## src/design/afa_pkg.sv

```systemverilog
// shared types, codes and constants for the adaptive frame admission block
// no dependencies; imported by the top level, the stage modules and the testbench
package afa_pkg;

   localparam logic [1:0] FUNC_ARRIVAL = 2'd0;
   localparam logic [1:0] FUNC_SUCCESS = 2'd1;
   localparam logic [1:0] FUNC_NOBUF   = 2'd2;

   localparam logic [19:0] IV_RESET_US     = 20'd33333;
   localparam logic [19:0] BASE_CAP_US     = 20'd250000;
   localparam logic [19:0] COOLDOWN_CAP_US = 20'd1000000;
   localparam logic [2:0]  MAX_EXP         = 3'd4;
   localparam logic [7:0]  STREAK_MAX      = 8'd255;
   localparam logic [31:0] RECIP5_Q34      = 32'hCCCCCCCD;

   localparam logic [1:0] THR_ONE   = 2'd1;
   localparam logic [1:0] THR_TWO   = 2'd2;
   localparam logic [1:0] THR_THREE = 2'd3;

   typedef struct packed {
      logic [1:0]  func;
      logic [47:0] event_time;
      logic [23:0] proc_time;
   } req_type;

   typedef struct packed {
      logic [1:0]  func;
      logic [47:0] event_time;
      logic [23:0] avg;
      logic [7:0]  streak;
   } ema_type;

   typedef struct packed {
      logic [1:0]  func;
      logic [47:0] event_time;
      logic [23:0] avg;
      logic [7:0]  streak;
      logic [24:0] margin;
      logic        fire;
      logic [2:0]  expo;
   } margin_type;

   typedef struct packed {
      logic        admit;
      logic [47:0] next_admit;
      logic [23:0] avg;
      logic [7:0]  streak;
   } rsp_type;

   typedef struct packed {
      logic load_ema;
      logic load_margin;
      logic load_rsp;
   } pipe_ctl_type;

   // floor(x / 5), exact for any x below 2^27
   function automatic logic [24:0] div5(input logic [26:0] x);
      logic [58:0] prod;
      prod = {32'd0, x} * {27'd0, RECIP5_Q34};
      return prod[58:34];
   endfunction

endpackage

```

## src/design/afa_sched_stage.sv

```systemverilog
// stage 3: admit decision, next-admit scheduling and the result register
// depends on afa_pkg
module afa_sched_stage (
   input  logic                clock,
   input  logic                reset,
   input  logic                load,
   input  logic [19:0]         interval,
   input  afa_pkg::margin_type mrg,
   output afa_pkg::rsp_type    rsp
);
   import afa_pkg::*;

   logic [47:0] next_ff, next_in;
   logic [47:0] admitted_ff, admitted_in;
   logic        armed_ff, armed_in;
   logic [47:0] next_eff;
   logic        admit;
   logic [24:0] base_raw;
   logic [19:0] base;
   logic [23:0] shifted;
   logic [19:0] cooldown;
   logic [24:0] target;
   rsp_type     rsp_ff, rsp_in;

   always_comb begin
      base_raw = (mrg.avg != '0) ? mrg.margin : {4'd0, interval, 1'b0};
      // lower bound is tested first and wins over the cap
      if (base_raw < {5'd0, interval}) begin
         base = interval;
      end else if (base_raw > {5'd0, BASE_CAP_US}) begin
         base = BASE_CAP_US;
      end else begin
         base = base_raw[19:0];
      end
      shifted = {4'd0, base} << mrg.expo;
      if (shifted < {4'd0, interval}) begin
         cooldown = interval;
      end else if (shifted > {4'd0, COOLDOWN_CAP_US}) begin
         cooldown = COOLDOWN_CAP_US;
      end else begin
         cooldown = shifted[19:0];
      end
      target = (mrg.margin < {5'd0, interval}) ? {5'd0, interval} : mrg.margin;

      next_eff    = armed_ff ? next_ff : mrg.event_time;
      admit       = 1'b0;
      next_in     = next_ff;
      armed_in    = armed_ff;
      admitted_in = admitted_ff;
      unique case (mrg.func)
         FUNC_ARRIVAL: begin
            armed_in = 1'b1;
            next_in  = next_eff;
            if (mrg.event_time >= next_eff) begin
               admit       = 1'b1;
               admitted_in = mrg.event_time;
            end
         end
         FUNC_SUCCESS: begin
            next_in = admitted_ff + {23'd0, target};
         end
         FUNC_NOBUF: begin
            if (mrg.fire) begin
               next_in = admitted_ff + {28'd0, cooldown};
            end
         end
         default: begin
         end
      endcase

      rsp_in.admit      = admit;
      rsp_in.next_admit = next_in;
      rsp_in.avg        = mrg.avg;
      rsp_in.streak     = mrg.streak;
   end

   always_ff @(posedge clock) begin
      if (reset) begin
         next_ff     <= '0;
         admitted_ff <= '0;
         armed_ff    <= 1'b0;
      end else if (load) begin
         next_ff     <= next_in;
         admitted_ff <= admitted_in;
         armed_ff    <= armed_in;
      end
   end

   always_ff @(posedge clock) begin
      if (load) begin
         rsp_ff <= rsp_in;
      end
   end

   assign rsp = rsp_ff;

endmodule

```

## config.mk

```make
export PLATFORM = sky130hd
export DESIGN_NAME = afa_sched_stage
export DESIGN_NICKNAME = d
export VERILOG_FILES = /design/src/design/afa_pkg.sv /design/src/design/afa_sched_stage.sv
export SDC_FILE = /design/constraint.sdc
export NUM_CORES = 1
export LEC_CHECK = 0
export ABC_CLOCK_PERIOD_IN_PS = 14700
export BUFFER_PORTS_ARGS = -buffer_cell sky130_fd_sc_hd__buf_4
export CORE_MARGIN = 2
export CORE_UTILIZATION = 40
export DETAILED_ROUTE_END_ITERATION = 8
export PLACE_DENSITY_LB_ADDON = 0.1
export SLEW_MARGIN = 20
export SYNTH_ARGS = -nofsm -noshare
export SYNTH_HDL_FRONTEND = slang
export SYNTH_SLANG_ARGS = --single-unit
export TNS_END_PERCENT = 10
```

## constraint.sdc

```tcl
create_clock -name clock -period 14.7 [get_ports clock]
set_clock_uncertainty 0.2 [all_clocks]
set_input_delay 2.205 -clock clock [delete_from_list [all_inputs] [get_ports clock]]
set_output_delay 2.205 -clock clock [all_outputs]
set_load 0.05 [all_outputs]
```

# == Word-level counts from Yosys, hierarchy flattened ==
# Index checks and enable logic that the tools add are counted.
# totals
regBits,178
out_inout_bits,81
word_cells,32
# op_classes
n_addsub,2
order_cmp,6
eq_ne,2
n_shift,1
n_mux,10
n_reduce_logical,4
# op_table
operator,count
48-bit case mux with 3 select lines,1
48-bit two-way mux,2
20-bit two-way mux,4
25-bit by 20-bit less-than comparator with 1-bit output,2
25-bit two-way mux,2
48-bit by 20-bit adder with 48-bit output,1
48-bit by 25-bit adder with 48-bit output,1
48-bit >= comparator,1
"25-bit by 18-bit greater-than comparator with 1-bit output, second input constant",1
"24-bit by 20-bit greater-than comparator with 1-bit output, second input constant",1
24-bit by 20-bit less-than comparator with 1-bit output,1
24-bit nonzero test,1
20-bit by 3-bit left shift with 24-bit output,1
3-bit AND reduction,1
"2-bit by 1-bit == test with 1-bit output, second input constant",1
"2-bit == test, second input constant",1
2-bit logical NOT,1
2-bit AND reduction,1
1-bit two-way mux,1

# == Logic depth before layout (Yosys ltp) ==
# depth
depth_word,12
ltp_mapped,50
mapped_depth_nobuf,45

# == Worst setup path before layout ==
# OpenSTA, ideal clock, no wires.
# synth_timing
path_type,input port to flip-flop
startpoint,input port mrg[49] (netlist bit)
endpoint,"register rsp_ff (netlist bit rsp[76]), data pin"
setup_time_ns,0.269
t_arrival_ns,11.152
t_required_ns,14.231
path_slack_ns,3.078
cell_stages,47
n_path_buf,5
cell_sequence,nor4_1 and4_1 nand2_1 clkbuf_1 clkbuf_1 nand2_1 o21ai_0 ha_1 nand4_1 or3_1 nor4_1 o21ai_1 buf_2 a221o_1 a21o_1 and4_1 mux2i_1 ha_1 [... 11 more ...] nand2_1 o31ai_1 ha_1 inv_1 fa_1 nor2b_1 o21ai_0 a21oi_1 o21ai_0 a21boi_0 nor2_1 a2111oi_0 a21oi_1 nor4_2 nand2_1 xnor2_1 o221ai_1 o21ai_0
# synth_via
elab_chain_len,12
elab_cells_between_ends,14
# synth_lines
element,line_no,source
start: declaration,afa_sched_stage.sv:8,"input afa_pkg::margin_type mrg,"
24-bit nonzero test (*),afa_sched_stage.sv:26,"base_raw = (mrg.avg != '0) ? mrg.margin : {4'd0, interval, 1'b0};"
25-bit two-way mux (*),afa_sched_stage.sv:26,
25-bit by 18-bit greater-than comparator with 1-bit output,afa_sched_stage.sv:30,"end else if (base_raw > {5'd0, BASE_CAP_US}) begin"
20-bit two-way mux,afa_sched_stage.sv:30,
20-bit two-way mux (*),afa_sched_stage.sv:28,"if (base_raw < {5'd0, interval}) begin"
20-bit by 3-bit left shift with 24-bit output (*),afa_sched_stage.sv:35,"shifted = {4'd0, base} << mrg.expo;"
24-bit by 20-bit greater-than comparator with 1-bit output,afa_sched_stage.sv:38,"end else if (shifted > {4'd0, COOLDOWN_CAP_US}) begin"
20-bit two-way mux,afa_sched_stage.sv:38,
20-bit two-way mux (*),afa_sched_stage.sv:36,"if (shifted < {4'd0, interval}) begin"
48-bit by 20-bit adder with 48-bit output (*),afa_sched_stage.sv:64,"next_in = admitted_ff + {28'd0, cooldown};"
48-bit two-way mux (*),afa_sched_stage.sv:63,if (mrg.fire) begin
48-bit case mux with 3 select lines (*),afa_sched_stage.sv:50,unique case (mrg.func)
net next_in[44],afa_sched_stage.sv:13,"logic [47:0] next_ff, next_in;"
end signal: assignment,afa_sched_stage.sv:91,rsp_ff <= rsp_in;
end: declaration,afa_sched_stage.sv:23,"rsp_type rsp_ff, rsp_in;"
# Mark *: on every way through the listed nets, which the timed path passes. The rest lies on a longest branch.
# A chain may end at the register's enable or synchronous reset.

# == Worst setup path in the final report ==
# layout_timing
startpoint,input port mrg[50] (netlist bit)
endpoint,register next_ff[42]
# layout_via
elab_chain_len,12
elab_cells_between_ends,14
# layout_lines
element,line_no,source
24-bit nonzero test (*),afa_sched_stage.sv:26,
25-bit two-way mux (*),afa_sched_stage.sv:26,
25-bit by 18-bit greater-than comparator with 1-bit output,afa_sched_stage.sv:30,
20-bit two-way mux,afa_sched_stage.sv:30,
20-bit two-way mux (*),afa_sched_stage.sv:28,
20-bit by 3-bit left shift with 24-bit output (*),afa_sched_stage.sv:35,
24-bit by 20-bit greater-than comparator with 1-bit output,afa_sched_stage.sv:38,
20-bit two-way mux,afa_sched_stage.sv:38,
20-bit two-way mux (*),afa_sched_stage.sv:36,
48-bit by 20-bit adder with 48-bit output (*),afa_sched_stage.sv:64,
48-bit two-way mux (*),afa_sched_stage.sv:63,
48-bit case mux with 3 select lines (*),afa_sched_stage.sv:50,
end signal: assignment,afa_sched_stage.sv:83,next_ff <= next_in;
end: declaration,afa_sched_stage.sv:13,
# Mark *: on every way between the ends. The rest lies on a longest branch, timed or not.

==> flow_summary_export.csv <==
group,metric,value,unit
outcome,status,"finished clean",
detailed_routing,num_vias,16200,
synth,synthTopCellsByArea,"edfxtp_1, dfxtp_1, ha_1",
pwr,p_sw,560,µW
global_route,grt_first_pass_wirelength,96.2,mm
die,core-area,39800,µm²
min_path,hp-class,"flip-flop to flip-flop",
pwr,combinationalPowerShare,31.6,%
synth,synthDistinctLibCells,94,
detailed_routing,route.detailed.drc,0,
place,gp_congestion,0.937,
worst_setup_path,end_kind,"flip-flop",
worst_setup_path,cpPeakStageDelay,0.76,ns
job,maxCapViolCount,0,
cts,path_clk_slew,0.07,ns
min_path,min_path_cells,2,
synth,synth-edff-count,81,
synth,yosysSeqAreaShare,27.0,%
pwr,p_total,1540,µW
detailed_routing,wl,64.1,mm
sta,final.min_clock_period,13.65,ns
die,die_height,205,µm
global_route,grt_overflow_total,0,
pwr,p_int,980,µW
min_path,hold_path.startpoint,"next_ff[39]",
global_route,grtUsageTotal,30.1,%
global_route,grt_max_degree,78,
cts,cts_num_sinks,178,
cts,ctsHtreeMaxLevel,4,
synth,synthesis.area,16200,µm²
sta,slew_headroom,30.2,%
detailed_routing,dr.pass1.iters,7,
worst_setup_path,regToRegSetupSlack,9.38,ns
worst_setup_path,crit_required,14.86,ns
pwr,seq_power_share,37.6,%
layout,nNetsFinal,2361,
worst_setup_path,slowest_stage,"nor4_1",
worst_setup_path,r2r-end,"rsp[60]",
synth,syn-num-nets,2221,
worst_setup_path,path_class,"primary input to flip-flop",
die,rows,73,
worst_setup_path,worstSetupStartpointType,"primary input",
synth,synth.top_cell.area_share,15.0,%
detailed_routing,drt_iter0_markers,1475,
place,dpl.hpwl,48.4,mm
layout,layout_common_cells,"buf_4, nor2_1, nand2_1, ha_1, a21oi_1",
place,place.port_buffers,214,
sta,tightest_slew,1.05,ns
cts,hold_buffers,0,
synth,synth_flop_cell,"dfxtp_1",
synth,yosys_warnings,0,
detailed_routing,final_antenna_net_count,0,
pwr,power_density,82.0,nW/µm²
sta,drv_slew,0,
worst_setup_path,critPathArrivalTime,13.81,ns
layout,drive_gt1_share,16.6,%
sta,hold_violations,0,
layout,layout_commonest_cell,"buf_4",
cts,cts_setup_buffers,0,
pwr,ir_drop,81.4,µV
detailed_routing,wire_per_inst,24.5,µm
detailed_routing,wl_met1,28.2,mm
cts,cts_root_buf,"clkbuf_16",
die,floorplan.initialDensity,40.7,%
detailed_routing,dr.max_layer_used,"met4",
sta,min_period_over_period,92.8,%
die,fp.dieW,205,µm
sta,setup_viol,0,
pwr,clkPwrFrac,30.9,%
die,die-area,42100,µm²
synth,synth_top_cell_by_area,"edfxtp_1",
global_route,grt_antenna_before_repair,1,
synth,async_flop_share,0,%
detailed_routing,dr_wl_met3,5.07,mm
global_route,first_global_vias,15600,
sta,fin_setup_tns,0,ns
detailed_routing,vias_per_cell,6.18,
layout,area_growth,15.8,%
synth,ys_seq_elements,178,
cts,numCtsBuffers,17,
cts,clkLatencyLatePin,0.47,ns
worst_setup_path,reg2reg_from,"admitted_ff[1]",
min_path,whs_endpoint,"next_ff[39]",
worst_setup_path,r2r_cells,15,
detailed_routing,route.met2.wl,29.0,mm
cts,cts_tree,"yes",
synth,synth_area_per_cell,8.37,µm²
worst_setup_path,crit_fanout,27,
pwr,p_leak,0.00816,µW
sta,rsz0062_at_grt,"no",
synth,synth_cells,1935,
pwr,swShare,36.4,%
sta,fmax,73.3,MHz
die,pin_count,215,
cts,cts.path.max_buffers,2,
[state kept, by name, summed over array words and instances (netlist names)]
signal / flops
armed_ff: 1
next_ff: 48
rsp: 81
admitted_ff: 48
[worst max path at each step]
stage               cells past startpoint           to  slack, ns    start
finish                                 44  next_ff[42]       1.05  mrg[50]
floorplan                              47      rsp[76]       3.08  mrg[49]
CTS                                    41      rsp[61]       0.95  mrg[50]
detailed placement                     40      rsp[61]       0.59  mrg[50]
global placement                       41      rsp[61]       0.66  mrg[50]
global route                           43  next_ff[42]      0.005  mrg[56]
[cells in the mapped netlist, drive strengths merged, types with 22 or more instances]
cell type  count
nor2         219
nand2        152
ha           150
a21oi        144
mux2i        133
o21ai        124
dfxtp         97
clkbuf        88
edfxtp        81
inv           63
a21o          55
xnor2         53
nor3          42
nand3         37
a31oi         29
buf           29
nand4         27
and3          26
a211oi        25
mux2          22
[critical path: cells and delay by family]
kind / cells / cell delay (ns)
compound gates: 23 / 5.84
buf+inv: 4 / 0.73
xor+xnor: 1 / 0.14
simple gates: 11 / 3.17
mux: 1 / 0.46
fa+ha+maj: 4 / 1.23
[area by class of cell]
type / instances / area [µm²]
Timing Repair Buffer: 238 / 1790
Antenna cell: 1 / 2.50
Fill cell: 4023 / 21100
Clock buffer: 18 / 429
Multi-Input combinational cell: 1576 / 11100
Inverter: 64 / 240
Sequential cell: 178 / 4380
Clock inverter: 14 / 154
Tap cell: 525 / 657
[per-stage QoR]
stage          utilization [%]  instance area [µm²]  instances  hold WS (ns)  worst slack (ns)
2_1_floorplan                -                16200       1935         0.262              3.08
3_3_place_gp              45.6                18200       2581         0.282             0.662
3_5_place_dp              45.7                18200       2581         0.283             0.586
4_1_cts                   47.1                18800       2613         0.299             0.954
5_1_grt                   47.1                18800       2613         0.318           0.00534
6_report                  47.1                18800       2614         0.306              1.05
[layer usage]
layer	vias to the layer above	GRT usage [%]
met2	696	48.7
li1	7553	-
met1	7799	40.3
met3	103	5.38
met4	0	10.4
met5	-	0
[power by group through the flow]
stage	clock network (µW)	logic, µW	registers [µW]
finish	475	486	578
global route	501	524	581
CTS	485	482	578
detailed placement	0	479	588
global placement	0	476	588
floorplan	0	245	647
[kinds of logic (layout without fill, tap and decap cells)]
logic type | Yosys count | in the layout | share of synthesized area [%]
buffers and inverters | 181 | 334 | 4.47
xor gates and xnor gates | 73 | 73 | 3.95
adders and majority gates | 152 | 152 | 11.8
and+or+nand+nor | 607 | 607 | 17.5
muxes | 165 | 165 | 11.1
DFF | 178 | 178 | 27.0
other | 0 | 1 | 0
AOI/OAI and AO/OA | 579 | 579 | 24.1
[repair_timing]
| item | 4_1_cts | 5_1_grt |
|---|---|---|
| endpoints found under the setup margin | 0 | 28 |
| gates resized for setup | 0 | 3 |
| hold endpoints to repair | 0 | 0 |
No activity file was read; power rests on OpenSTA's default activity.
